$ cat src/rtl/mqr_pkg.sv
// Shared constants, types and helper functions of the multi-queue rebalancer.
package mqr_pkg;

   localparam int NUM_QUEUES  = 8;
   localparam int QUEUE_DEPTH = 64;
   localparam int ID_BITS     = 16;

   localparam int QW = (NUM_QUEUES > 1) ? $clog2(NUM_QUEUES) : 1;
   localparam int PW = (QUEUE_DEPTH > 1) ? $clog2(QUEUE_DEPTH) : 1;
   localparam int LW = $clog2(QUEUE_DEPTH + 1);
   localparam int AW = $clog2(NUM_QUEUES * QUEUE_DEPTH);
   localparam int TW = LW + 16;

   localparam logic [1:0] OP_ARRIVE = 2'd0;
   localparam logic [1:0] OP_REBAL  = 2'd1;
   localparam logic [1:0] OP_ADMIT  = 2'd2;

   localparam logic [2:0] ST_OK       = 3'd0;
   localparam logic [2:0] ST_FULL     = 3'd1;
   localparam logic [2:0] ST_EMPTY    = 3'd2;
   localparam logic [2:0] ST_BALANCED = 3'd3;
   localparam logic [2:0] ST_LIMIT    = 3'd4;

   localparam logic [1:0] REG_QUEUE_COUNT  = 2'd0;
   localparam logic [1:0] REG_GATE_TIME    = 2'd1;
   localparam logic [1:0] REG_MAX_SWITCHES = 2'd2;

   localparam logic [63:0] LCG_MUL      = 64'd6364136223846793005;
   localparam logic [63:0] LCG_SEED     = 64'd123456789;
   localparam logic [15:0] SWITCH_RESET = 16'd10000;

   typedef struct packed {
      logic [1:0]  op;
      logic [15:0] person_id;
      logic [2:0]  gate;
   } req_type;

   typedef struct packed {
      logic [2:0]  status;
      logic [2:0]  source_queue;
      logic [2:0]  target_queue;
      logic [15:0] person;
      logic [21:0] wait_time;
      logic [15:0] switches_done;
   } rsp_type;

   typedef struct packed {
      logic [1:0]         op;
      logic [ID_BITS-1:0] id;
      logic [2:0]         q;
   } cmd_type;

   typedef struct packed {
      logic [3:0]  queue_count;
      logic [15:0] gate_time;
      logic [15:0] max_switches;
   } cfg_type;

   function automatic logic [QW:0] active_count(input logic [3:0] qc);
      logic [QW:0] n;
      if (qc == 4'd0) n = (QW+1)'(1);
      else if (int'(qc) > NUM_QUEUES) n = (QW+1)'(NUM_QUEUES);
      else n = (QW+1)'(qc);
      return n;
   endfunction

   function automatic logic [TW-1:0] time_of(input logic [LW-1:0] len,
                                             input logic [15:0] gt);
      return TW'(len) * TW'(gt);
   endfunction

   function automatic logic [PW-1:0] ptr_next(input logic [PW-1:0] p);
      logic [PW-1:0] r;
      if (int'(p) + 1 >= QUEUE_DEPTH) r = '0;
      else r = p + 1'b1;
      return r;
   endfunction

   function automatic logic [AW-1:0] store_addr(input logic [QW-1:0] q,
                                                input logic [PW-1:0] p);
      return AW'(int'(q) * QUEUE_DEPTH + int'(p));
   endfunction

endpackage

$ cat src/rtl/mqr_front.sv
// Front end: takes requests, steps the LCG and picks the arrival queue.
module mqr_front import mqr_pkg::*; (
   input  logic    clock,
   input  logic    reset,
   input  logic    start,
   output logic    busy,
   input  req_type req_data,
   input  cfg_type cfg,
   output logic    push,
   output cmd_type push_cmd,
   input  logic    fifo_full
);
   localparam logic [2:0] F_IDLE = 3'd0;
   localparam logic [2:0] F_MUL0 = 3'd1;
   localparam logic [2:0] F_MUL1 = 3'd2;
   localparam logic [2:0] F_MUL2 = 3'd3;
   localparam logic [2:0] F_SUM  = 3'd4;
   localparam logic [2:0] F_MOD  = 3'd5;
   localparam logic [2:0] F_PUSH = 3'd6;

   logic [2:0]  state_ff, state_in;
   logic [63:0] lcg_ff, lcg_in;
   logic [63:0] prod_ff, prod_in;
   logic [31:0] cross_ff, cross_in;
   logic [31:0] val_ff, val_in;
   logic [QW:0] rem_ff, rem_in;
   logic [2:0]  cnt_ff, cnt_in;
   cmd_type     cmd_ff, cmd_in;

   logic [63:0] mul_p;
   logic [63:0] lcg_sum;
   logic [QW:0] n;
   logic [QW:0] r;

   assign n    = active_count(cfg.queue_count);
   assign busy = (state_ff != F_IDLE);
   assign push = (state_ff == F_PUSH);
   assign push_cmd = cmd_ff;

   always_comb begin
      state_in = state_ff;
      lcg_in   = lcg_ff;
      prod_in  = prod_ff;
      cross_in = cross_ff;
      val_in   = val_ff;
      rem_in   = rem_ff;
      cnt_in   = cnt_ff;
      cmd_in   = cmd_ff;
      mul_p    = '0;
      lcg_sum  = '0;
      r        = rem_ff;
      case (state_ff)
         F_IDLE: begin
            if (start) begin
               cmd_in.op = req_data.op;
               cmd_in.id = ID_BITS'(req_data.person_id);
               cmd_in.q  = req_data.gate;
               if (req_data.op == OP_ARRIVE) state_in = F_MUL0;
               else if (req_data.op == OP_REBAL || req_data.op == OP_ADMIT)
                  state_in = F_PUSH;
            end
         end
         F_MUL0: begin
            prod_in  = lcg_ff[31:0] * LCG_MUL[31:0];
            state_in = F_MUL1;
         end
         F_MUL1: begin
            mul_p    = lcg_ff[63:32] * LCG_MUL[31:0];
            cross_in = mul_p[31:0];
            state_in = F_MUL2;
         end
         F_MUL2: begin
            mul_p    = lcg_ff[31:0] * LCG_MUL[63:32];
            cross_in = cross_ff + mul_p[31:0];
            state_in = F_SUM;
         end
         F_SUM: begin
            lcg_sum = prod_ff + {cross_ff, 32'd0} + 64'd1;
            if (&lcg_sum) lcg_sum = '0;
            lcg_in   = lcg_sum;
            val_in   = lcg_sum[63:32];
            rem_in   = '0;
            cnt_in   = '0;
            state_in = F_MOD;
         end
         F_MOD: begin
            // four restoring remainder steps, most significant bits first
            for (int i = 0; i < 4; i++) begin
               r = {r[QW-1:0], val_ff[31-i]};
               if (r >= n) r = r - n;
            end
            rem_in = r;
            val_in = {val_ff[27:0], 4'd0};
            cnt_in = cnt_ff + 3'd1;
            if (cnt_ff == 3'd7) begin
               cmd_in.q = 3'(r[QW-1:0]);
               state_in = F_PUSH;
            end
         end
         F_PUSH: begin
            if (!fifo_full) state_in = F_IDLE;
         end
         default: state_in = F_IDLE;
      endcase
   end

   always_ff @(posedge clock) begin
      if (reset) begin
         state_ff <= F_IDLE;
         lcg_ff   <= LCG_SEED;
      end else begin
         state_ff <= state_in;
         lcg_ff   <= lcg_in;
      end
      prod_ff  <= prod_in;
      cross_ff <= cross_in;
      val_ff   <= val_in;
      rem_ff   <= rem_in;
      cnt_ff   <= cnt_in;
      cmd_ff   <= cmd_in;
   end
endmodule

$ cat config.mk
export PLATFORM = sky130hd
export DESIGN_NAME = mqr_front
export DESIGN_NICKNAME = d
export VERILOG_FILES = /design/src/rtl/mqr_pkg.sv /design/src/rtl/mqr_front.sv
export SDC_FILE = /design/constraint.sdc
export NUM_CORES = 2
export LEC_CHECK = 0
export ABC_AREA = 1
export BUFFER_PORTS_ARGS = -buffer_cell sky130_fd_sc_hd__buf_2
export CAP_MARGIN = 20
export CORE_UTILIZATION = 50
export DETAILED_ROUTE_END_ITERATION = 7
export PLACE_DENSITY = 0.66
export SETUP_SLACK_MARGIN = 0.1
export SYNTH_ARGS = -nofsm -noshare
export SYNTH_HDL_FRONTEND = slang
export SYNTH_SLANG_ARGS = --single-unit
export TNS_END_PERCENT = 1
$ cat constraint.sdc
create_clock -name clock -period 17.5 [get_ports clock]
set_input_delay 3.5 -clock clock [delete_from_list [all_inputs] [get_ports clock]]
set_output_delay 3.5 -clock clock [all_outputs]
set_load 0.01 [all_outputs]
=== After elaboration in Yosys (flattened, before gate mapping) ===
Index checks and enable logic that the tools add are counted.

* Register bits: 221
* Input port bits: 61
* Output and inout bits: 23
* Word-level logic and storage cells: 74

* $add $sub $neg: 8
* Multiply operators: 3
* $lt $le $gt $ge: 5
* Equality and inequality tests: 13
* Multiplexer cells: 23
* Reduce and logical (&&, ||, !) cells: 12

{| class="wikitable"
|+ Operators with widths
! kind !! number
|-
| $pmux W32 S2 || 2
|-
| $add A63 B64 Y64 || 1
|-
| $add A64 B1 Y64 const B || 1
|-
| $mul A32 B31 Y32 const B || 2
|-
| $mux W64 || 1
|-
| $reduce_and A64 Y1 || 1
|-
| $mul A32 B31 Y63 const B || 1
|-
| $mux W3 || 14
|-
| $add A32 B32 Y32 || 1
|-
| $pmux W3 S7 || 1
|-
| $pmux W3 S2 || 3
|-
| $ge A4 B4 Y1 || 4
|-
| $eq A3 B3 Y1 const B || 4
|-
| $sub A3 B3 Y3 || 4
|-
| $mux W4 || 2
|-
| $eq A3 B2 Y1 const B || 2
|-
| $ne A2 B2 Y1 const B || 3
|-
| $reduce_bool A2 Y1 || 3
|-
| $gt A4 B4 Y1 const B || 1
|-
| $logic_not A4 Y1 || 1
|-
| $reduce_and A4 Y1 || 1
|-
| $add A3 B1 Y3 const B || 1
|-
| $eq A3 B1 Y1 const B || 1
|-
| $logic_not A3 Y1 || 1
|-
| 8 further kinds || 8
|}

=== Longest topological paths before layout ===
* Depth after elaboration: 16
* Mapped depth: 32
* Mapped depth without buffers: 32

=== Worst setup path before layout ===
OpenSTA, ideal clock, no wires.

* Kind: in2reg
* Start point: input cfg[33] (netlist name)
* End point: register cmd_ff, in the netlist push_cmd[1] (data pin)
* Library setup time: 0.262 ns
* Arrival time: 8.259 ns
* Data required time: 17.238 ns
* Setup slack: 8.979 ns
* Stages: 25
* Path buffers: 0
* Cells stage by stage: inv_1 nor2_1 inv_1 fa_1 nand2_1 nand2_1 o21ai_0 nand2_1 o21ai_0 inv_1 fa_1 o211ai_1 nor2_1 a21oi_1 ha_1 a21oi_1 o21ai_0 a41oi_1 o21ai_0 fa_1 a221oi_1 and2_1 inv_1 o21ai_0 nand2_1

{| class="wikitable"
|+ RTL lines
! element !! RTL line !! RTL
|-
| start, declared || mqr_front.sv:8 || <nowiki>input cfg_type cfg,</nowiki>
|-
| end signal, assigned || mqr_front.sv:120 || <nowiki>cmd_ff <= cmd_in;</nowiki>
|-
| end, declared || mqr_front.sv:28 || <nowiki>cmd_type cmd_ff, cmd_in;</nowiki>
|}

==> run_results.csv <==
group,metric,value,unit
setup_path,cp_max_fo,6,
route,ant_nets,0,
grt,grt_pass1_vias,37552,
grt,grt_max_degree,98,
finish,multiInputGateArea,36400,um^2
finish,layout_common_cells,"inv_1 (1483), fa_1 (843), ha_1 (763), nand2_1 (751), nor2_1 (283)",
finish,drive_gt1_share,3.21,%
route,wl_per_cell,23.0,um
route,viasPerCell,5.45,
yosys,synthArstFlopShare,0,%
placement,dp.cells,6696,
clocking,cts_resized,0,
worst_hold_path,min_to,"val_ff[31]$_DFFE_PP_",
timing,rsz0062_at_grt,"no",
floorplanning,placementRows,113,
timing,slew_headroom,27.9,%
yosys,syn_avg_cell_area,8.95,um^2
floorplanning,coreArea,95200,um^2
timing,fmax,0.111,GHz
setup_path,start_kind,"input port",
grt,use_met2,49.3,%
floorplanning,io_pins,84,
route,num_vias,36759,
yosys,ys_types,50,
yosys,yosysTopAreaCell,"fa_1",
placement,port_buffers,51,
timing,tns,0,ps
clocking,cts_setup_buffers,0,
flow_run,max_cap_violations,0,
route,drtPass1Iterations,5,
yosys,synth_fa_ha_area_share,55.0,%
timing,finalHoldViolations,0,
yosys,synth_compound_area_share,6.35,%
finish,nNetsFinal,7126,
run_status,status,"completed",
yosys,synthTopCellsByArea,"fa_1 (35%), ha_1 (20%), inv_1 (12%)",
clocking,holdBufCountCts,0,
finish,final_common_cell,"inv_1",
placement,dp_hpwl,136000,um
setup_path,r2r-end,"prod_ff[45]$_DFFE_PP_",
route,drc,0,
yosys,synthXorXnorAreaFrac,3.04,%
finish,area_growth,6.01,%
floorplanning,initial_core_util,50.5,%
grt,grt_usage,32.6,%
yosys,ys_ff_latch,221,
floorplanning,floorplan.die_area,97300,um^2
timing,min_period_over_period,51.3,%
setup_path,critPathCaptureType,"register",
setup_path,critPathArrivalTime,9290,ps
clocking,clock-sinks,221,
yosys,syn-instance-count,5368,
yosys,synth_top_cell_area_share,35.1,%
worst_hold_path,hold_class,"reg -> reg",
clocking,cts_tree,"built",
yosys,ys_warn_count,0,
floorplanning,die_h,312,um
clocking,insertion_delay,570,ps
yosys,synth_ff_type,"edfxtp_1",
setup_path,ff2ff_path_depth,21,
timing,setup_viol,0,
finish,fill_cells,8839,
timing,slew_violations,0,
clocking,numCtsBuffers,26,
finish,fin_cells,6746,
placement,globalplace.congestion,1.06,
worst_hold_path,hp-start,"val_ff[27]$_DFFE_PP_",
finish,seqCellArea,5970,um^2
finish,fin_area,50900,um^2
yosys,syn_area,48000,um^2
setup_path,critPathKind,"in -> reg",
setup_path,r2r_start,"lcg_ff[20]$_SDFFE_PP1N_",
route,drt_wl_total,155000,um
timing,fin_crit,8980,ps
yosys,synth.mux.area_fraction,0.0234,%
setup_path,cp.required,17810,ps
timing,clock_skew,27.3,ps
grt,antenna_found_initial,5,
yosys,synth_edf_count,154,
clocking,clockRootBuffer,"clkbuf_16",
grt,grtUsageMet3,7.98,%
clocking,htree_levels,1,
grt,grtUsageMet1,46.6,%
grt,top_usage_layer,"met2",
setup_path,r2r_slack,9260,ps
floorplanning,die_w,312,um
yosys,synth-simple-area-share,11.2,%
clocking,clockBufferDepth,3,
clocking,path_clk_slew,60,ps
placement,place_area,50100,um^2
timing,worst_pin_slew,1080,ps
yosys,syn_nets,7035,
grt,grt-ovfl-total,0,
yosys,synth_top_family_by_area,"adder cells",
worst_hold_path,min_path_cells,2,
route,drt_iter0_drc,3663,
grt,grt_pass1_wl,233000,um
yosys,yosysSeqAreaShare,12.4,%
kinds of logic after synthesis:
kind of cell    after synthesis
simple gates               1289
compound gates              560
buf+inv                    1524
xor+xnor                    167
flops                       221
mux                           1
fa+ha+maj                  1606
worst max path at each step:
stage            start                    end  slack (ps)  cells past startpoint
4_1_cts        cfg[33]  push_cmd[1]$_DFFE_PP_        8520                     28
3_5_place_dp   cfg[33]  push_cmd[1]$_DFFE_PP_        7920                     28
6_report       cfg[33]  push_cmd[2]$_DFFE_PP_        8520                     28
3_3_place_gp   cfg[33]  push_cmd[1]$_DFFE_PP_        7910                     28
2_1_floorplan  cfg[33]  push_cmd[1]$_DFFE_PP_        8980                     25
5_1_grt        cfg[35]  push_cmd[1]$_DFFE_PP_        7970                     25
worst max-delay path, cell delays in order:
cell and delay [ps]:
buf_2 110, nor2_1 100, nor2_1 60, nor2_1 320, ha_1 220, inv_1 50, fa_1 360, nand2_1 100
nand2_1 50, o21ai_0 130, nand2_1 140, o21ai_0 340, inv_1 110, fa_1 450, o211ai_1 420, nor2_1 100
a21oi_1 150, ha_1 270, a21oi_1 150, o21ai_0 90, a41oi_1 370, o21ai_0 280, fa_1 480, a221oi_1 300
and2_1 190, inv_1 80, o21ai_0 260, nand2_1 90
layer usage:
layer  wire length [um]  vias up
li1                   -    16716
met1              65900    18083
met2              66300     1720
met3              18000      238
met4               5010        2
met5                 13        -
cell usage after synthesis (2+ instances only):
cell,count
inv_1,1483
fa_1,843
ha_1,763
nand2_1,751
nor2_1,288
a21oi_1,262
o21ai_0,171
edfxtp_1,154
nand3_1,134
xor2_1,93
xnor2_1,74
dfxtp_1,67
clkbuf_1,30
nand4_1,28
a31oi_1,26
nor3_1,26
o21ai_1,24
a21o_1,19
o21bai_1,19
nand3b_1,14
nand3_2,13
nor4_1,11
o21a_1,9
or2_2,8
buf_6,6
o211ai_1,6
a21boi_0,5
nor2_2,4
o221ai_1,4
a211oi_1,3
and3_1,3
a2111oi_0,2
a221oi_1,2
a311oi_1,2
and2_1,2
buf_1,2
clkinv_1,2
nand2_2,2
nor2_4,2
stage by stage:
step           util, %  worst slack [ps]  hold slack [ps]
6_report          53.5              8520              520
5_1_grt           53.5              7970              547
4_1_cts           53.5              8520              525
3_5_place_dp      52.7              7920              513
3_3_place_gp      52.7              7910              511
2_1_floorplan        -              8980              500
state kept, by name (all words and copies together) (netlist names):
| name | count |
|---|---|
| lcg_ff | 64 |
| state_ff | 3 |
| prod_ff | 63 |
| cnt_ff | 3 |
| push_cmd | 21 |
| cross_ff | 32 |
| val_ff | 32 |
| rem_ff | 3 |
cell type report:
type / instances / share of cell area, %
clock inverters: 10 / 0.179
well taps: 1265 / 3.11
repair buffers: 101 / 1.24
clock buffers: 38 / 1.43
multi-input cells: 3623 / 71.4
inverters: 1486 / 11.0
diodes: 2 / 0.00983
flip-flops and latches: 221 / 11.7
Power is not shown: default switching activity piles up to over one toggle a cycle in this logic, so the estimate is an artifact.
