[src/rtl/mqr_pkg.sv]
// Shared constants, types and helper functions of the multi-queue rebalancer.
package mqr_pkg;

   localparam int NUM_QUEUES  = 8;
   localparam int QUEUE_DEPTH = 64;
   localparam int ID_BITS     = 16;

   localparam int QW = (NUM_QUEUES > 1) ? $clog2(NUM_QUEUES) : 1;
   localparam int PW = (QUEUE_DEPTH > 1) ? $clog2(QUEUE_DEPTH) : 1;
   localparam int LW = $clog2(QUEUE_DEPTH + 1);
   localparam int AW = $clog2(NUM_QUEUES * QUEUE_DEPTH);
   localparam int TW = LW + 16;

   localparam logic [1:0] OP_ARRIVE = 2'd0;
   localparam logic [1:0] OP_REBAL  = 2'd1;
   localparam logic [1:0] OP_ADMIT  = 2'd2;

   localparam logic [2:0] ST_OK       = 3'd0;
   localparam logic [2:0] ST_FULL     = 3'd1;
   localparam logic [2:0] ST_EMPTY    = 3'd2;
   localparam logic [2:0] ST_BALANCED = 3'd3;
   localparam logic [2:0] ST_LIMIT    = 3'd4;

   localparam logic [1:0] REG_QUEUE_COUNT  = 2'd0;
   localparam logic [1:0] REG_GATE_TIME    = 2'd1;
   localparam logic [1:0] REG_MAX_SWITCHES = 2'd2;

   localparam logic [63:0] LCG_MUL      = 64'd6364136223846793005;
   localparam logic [63:0] LCG_SEED     = 64'd123456789;
   localparam logic [15:0] SWITCH_RESET = 16'd10000;

   typedef struct packed {
      logic [1:0]  op;
      logic [15:0] person_id;
      logic [2:0]  gate;
   } req_type;

   typedef struct packed {
      logic [2:0]  status;
      logic [2:0]  source_queue;
      logic [2:0]  target_queue;
      logic [15:0] person;
      logic [21:0] wait_time;
      logic [15:0] switches_done;
   } rsp_type;

   typedef struct packed {
      logic [1:0]         op;
      logic [ID_BITS-1:0] id;
      logic [2:0]         q;
   } cmd_type;

   typedef struct packed {
      logic [3:0]  queue_count;
      logic [15:0] gate_time;
      logic [15:0] max_switches;
   } cfg_type;

   function automatic logic [QW:0] active_count(input logic [3:0] qc);
      logic [QW:0] n;
      if (qc == 4'd0) n = (QW+1)'(1);
      else if (int'(qc) > NUM_QUEUES) n = (QW+1)'(NUM_QUEUES);
      else n = (QW+1)'(qc);
      return n;
   endfunction

   function automatic logic [TW-1:0] time_of(input logic [LW-1:0] len,
                                             input logic [15:0] gt);
      return TW'(len) * TW'(gt);
   endfunction

   function automatic logic [PW-1:0] ptr_next(input logic [PW-1:0] p);
      logic [PW-1:0] r;
      if (int'(p) + 1 >= QUEUE_DEPTH) r = '0;
      else r = p + 1'b1;
      return r;
   endfunction

   function automatic logic [AW-1:0] store_addr(input logic [QW-1:0] q,
                                                input logic [PW-1:0] p);
      return AW'(int'(q) * QUEUE_DEPTH + int'(p));
   endfunction

endpackage

[src/rtl/mqr_cmd_fifo.sv]
// Two-entry command queue between the front end and the back end.
module mqr_cmd_fifo import mqr_pkg::*; (
   input  logic    clock,
   input  logic    reset,
   input  logic    push,
   input  cmd_type push_cmd,
   output logic    full,
   input  logic    pop,
   output logic    valid,
   output cmd_type pop_cmd
);
   cmd_type    ent_ff [2];
   logic       wr_ff, wr_in;
   logic       rd_ff, rd_in;
   logic [1:0] cnt_ff, cnt_in;
   logic       do_push, do_pop;

   assign full    = (cnt_ff == 2'd2);
   assign valid   = (cnt_ff != 2'd0);
   assign pop_cmd = ent_ff[rd_ff];
   assign do_push = push && !full;
   assign do_pop  = pop && valid;

   always_comb begin
      wr_in  = do_push ? ~wr_ff : wr_ff;
      rd_in  = do_pop ? ~rd_ff : rd_ff;
      cnt_in = cnt_ff + {1'b0, do_push} - {1'b0, do_pop};
   end

   always_ff @(posedge clock) begin
      if (reset) begin
         wr_ff  <= 1'b0;
         rd_ff  <= 1'b0;
         cnt_ff <= 2'd0;
      end else begin
         wr_ff  <= wr_in;
         rd_ff  <= rd_in;
         cnt_ff <= cnt_in;
      end
      if (do_push) begin
         ent_ff[wr_ff] <= push_cmd;
      end
   end
endmodule

[config.mk]
export PLATFORM = sky130hd
export DESIGN_NAME = mqr_cmd_fifo
export DESIGN_NICKNAME = d
export VERILOG_FILES = /design/src/rtl/mqr_pkg.sv /design/src/rtl/mqr_cmd_fifo.sv
export SDC_FILE = /design/constraint.sdc
export NUM_CORES = 1
export LEC_CHECK = 0
export ABC_AREA = 1
export BUFFER_PORTS_ARGS = -buffer_cell sky130_fd_sc_hd__buf_2
export CAP_MARGIN = 20
export CORE_MARGIN = 4
export CORE_UTILIZATION = 25
export DETAILED_ROUTE_END_ITERATION = 6
export PLACE_DENSITY = 0.56
export SLEW_MARGIN = 0
export SYNTH_ARGS = -nofsm -noshare
export SYNTH_HDL_FRONTEND = slang
export SYNTH_SLANG_ARGS = --single-unit
export TNS_END_PERCENT = 100
[constraint.sdc]
create_clock -name clock -period 2.25 [get_ports clock]
set_input_delay 0.3375 -clock clock [delete_from_list [all_inputs] [get_ports clock]]
set_output_delay 0.3375 -clock clock [all_outputs]
set_load 0.01 [all_outputs]
# Word level (Yosys, flattened, before mapping)
# Memory sizes are Yosys's and may differ from the RTL's. A register that Yosys moved wholly into a read port is not among the register bits.
# Cells that the tools add are included.
[word_totals]
register_bits = 4
latch_bits = 0
ram_bits = 42
mem_bits_ro = 0
elab_cells = 17
memories = 1
[classes]
n_addsub = 2
mul = 0
div_mod_pow = 0
n_lt_le_gt_ge = 0
n_eq_ne = 1
n_shift = 0
n_mux = 4
bitwise_logic = 2
reduce_logical = 4
[memory_table]
columns = ["name", "words", "word_bits", "rd", "rd_clocked_by_memory_dff", "wr", "line_no", "source"]
rows = [
  ["ent_ff", 2, 21, 1, 1, 1, "mqr_cmd_fifo.sv:12", "cmd_type ent_ff [2];"],
]
[op_table]
columns = ["op", "n"]
rows = [
  ["1-bit 2-to-1 mux", 4],
  ["2-bit by 1-bit adder with 2-bit output", 1],
  ["2-bit == test, second input constant", 1],
  ["1-bit logical AND", 2],
  ["1-bit NOT", 2],
  ["2-bit nonzero test", 1],
  ["2-bit by 1-bit subtractor with 2-bit output", 1],
  ["1-bit logical NOT", 1],
]

# Longest topological paths before layout
# Gate-level depths: netlist of run 1.
[logic_depth]
ltp_word = 5
mapped_depth = 11
depth_no_buf = 11

# Least setup slack after synthesis of run 1
# No wires, ideal clock.
[synth_path]
path_kind = "register to register"
start = "register cnt_ff[0]"
end = "memory ent_ff[0][0] (netlist bit), enable pin"
setup_ps = 399
arrival_time_ps = 1459
required_ps = 1851
setup_slack_ps = 392
stages_incl_launch_ff = 5
n_path_buf = 0
synth_period_minus_slack_ps = 1858
cell_sequence = "dfxtp_1 inv_1 nand2_1 nand2_1 nor2_1"
[synth_via]
elab_chain_len = 5
[synth_lines]
columns = ["element", "line_no", "source"]
rows = [
  ["start: declaration", "mqr_cmd_fifo.sv:15", "logic [1:0] cnt_ff, cnt_in;"],
  ["start signal: assignment", "mqr_cmd_fifo.sv:38", "cnt_ff <= cnt_in;"],
  ["2-bit == test", "mqr_cmd_fifo.sv:18", "assign full = (cnt_ff == 2'd2);"],
  ["1-bit logical NOT", "mqr_cmd_fifo.sv:21", "assign do_push = push && !full;"],
  ["1-bit logical AND", "mqr_cmd_fifo.sv:21", ""],
  ["1-bit 2-to-1 mux", "mqr_cmd_fifo.sv:40", "if (do_push) begin"],
  ["1-bit 2-to-1 mux (not written as such)", "mqr_cmd_fifo.sv:41", "ent_ff[wr_ff] <= push_cmd;"],
  ["end: declaration", "mqr_cmd_fifo.sv:12", ""],
]
# Every way passes these cells.

==> run summary, run 1 <==
wire per inst: 12.2 um
Max-Cap Viols: 0
Via density: 3.80
routability congestion estimate: 0.706
H-tree depth: 2
CP required: 1910 ps
CTS tree: yes
final antenna-violating net count: 0
clock insertion delay at the later pin of the skew report: 280 ps
worst-margin pin slew: 404 ps
top cells by area, synth: edfxtp_1 (68%), mux2_4 (16%), dfxtp_1 (5.4%), inv_1 (1.8%), nor2_1 (1.8%)
post_cts resized: 0
Leak: 0.940 nW
largest fanout on the critical path: 16
Post-Route WL: 3.14 mm
CP Launch Type: flop
Num CTS Buffers: 5
register bit total from synthesis: 47
initial antenna violation count: 0
GR Overflow Total: 0
design area: 2300 um2
P per Cell Area: 1020 nW/um2
Final period util: 85.7%
ys async rst share: 0%
area leader, netlist: edfxtp_1
clock sink count: 47
core area: 7210 um2
Die H: 93.9 um
cell with the most instances after synthesis: edfxtp_1
commonest cells in the netlist: edfxtp_1 (42), mux2_4 (20), inv_1 (9), nor2_1 (9), nand2_1 (8)
Area Growth Syn to Fin: 24.7%
Site Rows: 31
Min Clock Period, post-route: 1930 ps
Critical Path AT: 1590 ps
Syn Inst Count: 103
Starting Density: 25.5%
Seq/Total Area, Yosys: 73.9%
Synth Net Count: 130
RSZ-0062 raised after global routing: false
f_max: 519 MHz
Vias: 980
Hold Vio Cnt, Final: 0
r2r setup slk: 710 ps
critical path endpoint category: output pin
Boundary Pins: 48
Port Buffers: 47
ANT cells: 0
mapped cell area: 1840 um2
Post-synth EDFFs: 42
Rel. slew slack: 73.0%
fin util: 31.9%
vias in the first global route: 976
Post-Route Skew: 3.95 ps
VDD IR max: 0.232 mV
clock root buffer: clkbuf_8
Filler Cells Inserted: 730
worst min-delay path category: input port to flop
hold buffer count at cts: 0
Chip Width: 93.9 um
prevailing post-synth register cell: edfxtp_1
placed cell areas: 2220 um2
gr usage total: 7.22%
synthesized area per cell: 17.9 um2
status: completed
Synth top area share: 68.4%
DR DRC count: 0
Setup violations, final: 0
Setup Buffers After CTS: 0
fin. max-slew vios: 0
initial drt markers: 17
Setup Total Neg Slack: 0 ps
Critical Setup Path Class: flop to output pin
Worst-path clk slew: 80 ps
fin nets: 185
worst-case clock buffer depth: 2
TritonRoute pass-1 iters: 3
Netlist cell types: 11
share of cells above drive strength 1: 49.1%
die footprint: 8810 um2
detailed placement HPWL: 2.27 mm
first-pass GRT wire length: 4.76 mm
yosys warns: 0
largest net degree at the start of global routing: 22
layout make-up:
type	count	area [um2]	share of cell area (%)
Multi-Input combinational cell	45	428	18.6
Tap cell	99	124	5.39
Timing Repair Buffer	50	270	11.8
Inverter	9	33.8	1.47
Clock inverter	1	5.00	0.218
Clock buffer	7	76.3	3.32
Sequential cell	47	1360	59.2
path summary, 6_finish.rpt:
| path | from | end | depth (start not counted) |
|---|---|---|---|
| worst min register to register | rd_ff$_SDFFE_PP0P_ | rd_ff$_SDFFE_PP0P_ | 2 |
| worst max-delay path | flop | pop_cmd[20] | 3 |
| worst min-delay path | reset | cnt_ff[0]$_SDFF_PP0_ | 2 |
| worst max register to register | cnt_ff[0]$_SDFF_PP0_ | cnt_ff[1]$_SDFF_PP0_ | 10 |
power breakdown:
group / leakage [nW] / switching (mW) / internal, mW / total, mW
registers: 0.434 / 0.0621 / 1.11 / 1.17
clock network: 0.0422 / 0.247 / 0.218 / 0.465
logic: 0.464 / 0.348 / 0.356 / 0.704
total: 0.940 / 0.657 / 1.68 / 2.34
through the flow:
step / std cells / total power, mW / setup WS [ps] / hold WS, ps
6_report: 258 / 2.34 / 322 / 215
5_1_grt: 258 / 2.49 / 255 / 201
4_1_cts: 258 / 2.39 / 300 / 198
3_5_place_dp: 250 / 1.91 / 628 / 505
3_3_place_gp: 250 / 1.90 / 653 / 487
2_1_floorplan: 103 / 1.66 / 392 / 409
flip-flops by register name, summed over array words and instances, names as in the netlist, named ones only:
name,flops
ent_ff,42
rd_ff,1
wr_ff,1
cnt_ff,2
critical path: stages (launching register included):
cell	delay, ps
dfxtp_1	570
buf_12	230
mux2_2	360
buf_2	140
cells by family (layout without fill, tap and decap cells):
group | Yosys count | after routing | synth area share, %
buffers and inverters | 11 | 67 | 3.05
and+or+nand+nor | 20 | 20 | 4.28
adders and majority gates | 2 | 2 | 1.36
muxes | 21 | 21 | 16.9
DFF | 47 | 47 | 73.9
AOI/OAI and AO/OA | 2 | 2 | 0.543
layer usage:
metal | vias up | part of all wire, % | GRT usage (%)
met5 | - | 0 | 0
met4 | 0 | 0.41 | 2.53
met3 | 2 | 8.2 | 3.13
met2 | 33 | 50 | 12.2
met1 | 465 | 41 | 8.10
li1 | 480 | - | -
placed cells by master, fill, tap and decap left out, drive strengths merged:
cell type	n
dfxtp	5
mux2	21
inv	9
nand2	8
buf	50
clkbuf	7
nand3	3
clkinv	1
ha	2
edfxtp	42
a21oi	2
nor2	9
(Power assumes the default switching activity.)
==> inputs of run 2 (changes only) <==
--- a/config.mk
+++ b/config.mk
@@ -11,7 +11,9 @@
 export CORE_MARGIN = 4
 export CORE_UTILIZATION = 25
 export DETAILED_ROUTE_END_ITERATION = 6
-export PLACE_DENSITY = 0.56
+export PLACE_DENSITY = 0.53
+export RECOVER_POWER = 50
+export SKIP_LAST_GASP = 1
 export SLEW_MARGIN = 0
 export SYNTH_ARGS = -nofsm -noshare
 export SYNTH_HDL_FRONTEND = slang
==> run summary, run 2 (synthesis gave the netlist of run 1 again) <==
status: completed (unchanged)
Biggest register: ent_ff (unchanged)
Die H: 93.9 um (unchanged)
Setup violations, final: 0 (unchanged)
biggest registers after layout: ent_ff (42), cnt_ff (2) (unchanged)
worst min-delay path category: input port to flop (unchanged)
leading cell type in the layout, fill and taps excluded: edfxtp_1 (was buf_2)
CTS tree: yes (unchanged)
Hold Vio Cnt, Final: 0 (unchanged)
Final period util: 80.4% (was 85.7%)
H-tree depth: 2 (unchanged)
critical path endpoint category: output pin (unchanged)
final antenna-violating net count: 0 (unchanged)
Chip Width: 93.9 um (unchanged)
CP Launch Type: flop (unchanged)
Num CTS Buffers: 5 (unchanged)
hold buffer count at cts: 0 (unchanged)
Max-Cap Viols: 0 (unchanged)
worst-case clock buffer depth: 2 (unchanged)
fin util: 32.2% (was 31.9%)
Critical Path, Cell by Cell: buf_4 -> mux2_2 -> buf_2 (was buf_12 -> mux2_2 -> buf_2)
f_max: 553 MHz (was 519 MHz)
detailed placement HPWL: 2.08 mm (was 2.27 mm)
vias in the first global route: 980 (was 976)
Place WS: 732 ps (was 628 ps)
RSZ-0062 raised after global routing: false (unchanged)
gr usage total: 7.21% (was 7.22%)
PnR Total Power: 2.55 mW (was 2.34 mW)
Post-Route Skew: 2.76 ps (was 3.95 ps)
Starting Density: 25.5% (unchanged)
VDD IR max: 0.335 mV (was 0.232 mV)
wire per inst: 11.7 um (was 12.2 um)
Crit-path slowest cell: mux2_2 (was dfxtp_1)
final hold slack: 210 ps (was 215 ps)
P per Cell Area: 1100 nW/um2 (was 1020 nW/um2)
Leak: 0.930 nW (was 0.940 nW)
post_cts resized: 0 (unchanged)
Critical Path AT: 1470 ps (was 1590 ps)
fin. max-slew vios: 0 (unchanged)
routability congestion estimate: 0.742 (was 0.706)
Post-Route WL: 3.02 mm (was 3.14 mm)
register area: 1360 um2 (unchanged)
worst-margin pin slew: 591 ps (was 404 ps)
flip-flop count of the largest register after layout: 42 (unchanged)
die footprint: 8810 um2 (unchanged)
slowest stage delay, CP: 380 ps (was 570 ps)
Critical Setup Path Class: flop to output pin (unchanged)
Setup Total Neg Slack: 0 ps (unchanged)
DR DRC count: 0 (unchanged)
CP required: 1910 ps (about the same)
most frequent cells in the layout: edfxtp_1 (42), buf_2 (37), mux2_4 (20) (was buf_2 (47), edfxtp_1 (42), mux2_4 (20))
final setup margin: 441 ps (was 322 ps)
initial drt markers: 33 (was 17)
clock root buffer: clkbuf_8 (unchanged)
Boundary Pins: 48 (unchanged)
Vias: 974 (was 980)
Worst-path clk slew: 80 ps (about the same)
GR Overflow Total: 0 (unchanged)
share of cells above drive strength 1: 43.4% (was 49.1%)
Rel. slew slack: 60.6% (was 73.0%)
area of the multi-input gates: 428 um2 (unchanged)
Filler Cells Inserted: 732 (was 730)
first-pass GRT wire length: 4.73 mm (was 4.76 mm)
TritonRoute pass-1 iters: 4 (was 3)
largest net degree at the start of global routing: 22 (unchanged)
Via density: 3.78 (was 3.80)
Min Clock Period, post-route: 1810 ps (was 1930 ps)
Site Rows: 31 (unchanged)
fin nets: 185 (unchanged)
ANT cells: 0 (unchanged)
largest fanout on the critical path: 21 (was 16)
clock insertion delay at the later pin of the skew report: 280 ps (about the same)
core area: 7210 um2 (unchanged)
Area Growth Syn to Fin: 26.0% (was 24.7%)
Port Buffers: 47 (unchanged)
clock sink count: 47 (unchanged)
initial antenna violation count: 0 (unchanged)
Setup Buffers After CTS: 0 (unchanged)
==> run 2: layout make-up <==
type                       count  share of cell area [%]
inverter                       9                    1.45
multi-input combinational     45                    18.4
clock inverter                 2                    2.59
sequential                    47                    58.6
timing repair buffer          50                    10.5
clock buffer                   6                    3.12
tap                           99                    5.33
==> run 2: worst paths after layout <==
path,from,to,slack [ps],cells after the start
setup reg to reg,cnt_ff[0]$_SDFF_PP0_,ent_ff[1][13]$_DFFE_PP_,690,5
hold / removal,reset,cnt_ff[0]$_SDFF_PP0_,210,2
setup / recovery,flop,pop_cmd[20],440,3
hold reg to reg,rd_ff$_SDFFE_PP0P_,rd_ff$_SDFFE_PP0P_,520,2
==> run 2: metal layers <==
metal  track usage, %  share of wire, %  vias up
met5                0                 0        -
met4             2.17              0.56        0
met3             2.64               8.6        2
met2             11.6                47       39
met1             9.03                44      453
li1                 -                 -      480
==> run 2: power by group <==
part | switching, mW | internal, mW
combinational | 0.358 | 0.335
clock | 0.262 | 0.444
sequential | 0.0428 | 1.11
==> run 2: stage by stage <==
step / cells / cell area (um2)
CTS: 258 / 2340
finish: 258 / 2320
global placement: 250 / 2200
global route: 258 / 2320
floorplan: 103 / 1840
detailed placement: 250 / 2200
==> run 2: critical path, delay by kind of cell, from the launching register on <==
family | cells | cell delay, ps
mux | 1 | 380
flops | 1 | 310
buf+inv | 2 | 480
==> inputs of run 3 (changes only) <==
==> constraint.sdc (replaced) <==
create_clock -name clock -period 1.9 [get_ports clock]
set_input_delay 0.285 -clock clock [delete_from_list [all_inputs] [get_ports clock]]
set_output_delay 0.285 -clock clock [all_outputs]
set_load 0.01 [all_outputs]
==> run summary, run 3 (synthesis gave the netlist of run 1 again) <==
fin nets: 185 (unchanged)
Area Growth Syn to Fin: 24.2% (was 26.0%)
Post-Route Skew: 9.47 ps (was 2.76 ps)
Setup violations, final: 0 (unchanged)
die footprint: 8810 um2 (unchanged)
Post-Route WL: 2.99 mm (was 3.02 mm)
largest net degree at the start of global routing: 22 (unchanged)
PnR Total Power: 2.78 mW (was 2.55 mW)
CTS tree: yes (unchanged)
GRT busiest layer: met2 (unchanged)
Finished Layout Cells: 258 (unchanged)
Site Rows: 31 (unchanged)
wire per inst: 11.6 um (was 11.7 um)
Post-Place Cells: 250 (unchanged)
P per Cell Area: 1220 nW/um2 (was 1100 nW/um2)
Die H: 93.9 um (unchanged)
Internal Power: 1.98 mW (was 1.89 mW)
hold buffer count at cts: 0 (unchanged)
Critical Path AT: 1350 ps (was 1470 ps)
status: completed (unchanged)
largest fanout on the critical path: 21 (unchanged)
Combinational Power Share: 30.2% (was 27.2%)
Crit-path slowest cell: dfxtp_1 (was mux2_2)
slowest stage delay, CP: 360 ps (was 380 ps)
Leak: 0.907 nW (was 0.930 nW)
Net Sw Frac: 28.8% (was 26.0%)
worst-case clock buffer depth: 2 (unchanged)
register share of total power: 49.1% (was 45.1%)
detailed placement HPWL: 2.06 mm (was 2.08 mm)
fin util: 31.7% (was 32.2%)
Critical Setup Path Class: flop to output pin (unchanged)
initial drt markers: 22 (was 33)
Place WS: 357 ps (was 732 ps)
biggest registers after layout: ent_ff (42), cnt_ff (2) (unchanged)
Clock Power Share: 20.7% (was 27.7%)
leading cell type in the layout, fill and taps excluded: edfxtp_1 (unchanged)
H-tree depth: 2 (unchanged)
GR Util met1: 7.74% (was 9.03%)
GR Util met3: 2.80% (was 2.64%)
CP Launch Type: flop (unchanged)
Critical Path, Cell by Cell: buf_12 -> mux2_2 -> buf_2 (was buf_4 -> mux2_2 -> buf_2)
TritonRoute pass-1 iters: 4 (unchanged)
Starting Density: 25.5% (unchanged)
worst min-delay path category: input port to flop (unchanged)
Rel. slew slack: 61.2% (was 60.6%)
Vias: 965 (was 974)
CP bufs+invs: 2 (unchanged)
Chip Width: 93.9 um (unchanged)
most frequent cells in the layout: edfxtp_1 (42), buf_2 (36), mux2_4 (20) (was edfxtp_1 (42), buf_2 (37), mux2_4 (20))
Min Clock Period, post-route: 1640 ps
share of cells above drive strength 1: 42.8% (was 43.4%)
Filler Cells Inserted: 739 (was 732)
core area: 7210 um2 (unchanged)
routability congestion estimate: 0.684 (was 0.742)
gr usage total: 7.05% (was 7.21%)
RSZ-0062 raised after global routing: false (unchanged)
final antenna-violating net count: 0 (unchanged)
worst-margin pin slew: 583 ps (was 591 ps)
final setup margin: 263 ps (was 441 ps)
vias in the first global route: 1,004 (was 980)
DR DRC count: 0 (unchanged)
post_cts resized: 0 (unchanged)
f_max: 611 MHz
Via density: 3.74 (was 3.78)
CP required: 1620 ps (was 1910 ps)
Worst-path clk slew: 90 ps (was 80 ps)
critical path endpoint category: output pin (unchanged)
clock insertion delay at the later pin of the skew report: 290 ps (was 280 ps)
Max-Cap Viols: 0 (unchanged)
Setup Total Neg Slack: 0 ps (unchanged)
GR Overflow Total: 0 (unchanged)
Port Buffers: 47 (unchanged)
NetSw: 0.801 mW (was 0.663 mW)
initial antenna violation count: 0 (unchanged)
Hold Vio Cnt, Final: 0 (unchanged)
ANT cells: 0 (unchanged)
Biggest register: ent_ff (unchanged)
clock root buffer: clkbuf_8 (unchanged)
fin. max-slew vios: 0 (unchanged)
Boundary Pins: 48 (unchanged)
GR Util met2: 12.2% (was 11.6%)
clock sink count: 47 (unchanged)
Top Family by Delay on Critical Path: flip-flops (was buffers and inverters)
VDD IR max: 0.389 mV (was 0.335 mV)
Setup Buffers After CTS: 0 (unchanged)
first-pass GRT wire length: 4.69 mm (was 4.73 mm)
Num CTS Buffers: 5 (unchanged)
Final period util: 86.2%
flip-flop count of the largest register after layout: 42 (unchanged)
-- run 3: through the flow --
stage,hold slack (ps),cell area (um2)
floorplan,356,1840
global placement,455,2220
detailed placement,458,2220
CTS,132,2310
global route,143,2290
finish,144,2290
-- run 3: power groups by stage --
stage                     logic, mW  registers (mW)  clock network [mW]
after global routing          0.942            1.38               0.639
after CTS                     0.882            1.37               0.611
final                         0.841            1.37               0.576
after detailed placement      0.879            1.39                   0
after global placement        0.874            1.38                   0
after floorplan               0.588            1.38                   0
-- run 3: layout make-up --
cell class / instances / area, um2 / share of cell area, %
tap: 99 / 124 / 5.41
multi-input combinational: 45 / 428 / 18.7
timing repair buffer: 50 / 254 / 11.1
clock inverter: 3 / 20.0 / 0.874
sequential: 47 / 1360 / 59.5
clock buffer: 5 / 68.8 / 3.01
inverter: 9 / 33.8 / 1.48
-- run 3: worst paths after layout --
path / startpoint / end / slack (ps) / cells after the start
min reg2reg: rd_ff$_SDFFE_PP0P_ / flop / 520 / 2
max: flop / pop_cmd[20] / 260 / 3
max reg2reg: cnt_ff[0]$_SDFF_PP0_ / ent_ff[1][16]$_DFFE_PP_ / 330 / 5
min: reset / cnt_ff[0]$_SDFF_PP0_ / 140 / 2
-- run 3: metal layers --
metal	wire, um	vias up	part of all wire [%]
met2	1460	34	49
met3	236	5	7.9
met1	1270	447	42
met4	26	0	0.87
met5	0	-	0
li1	-	479	-
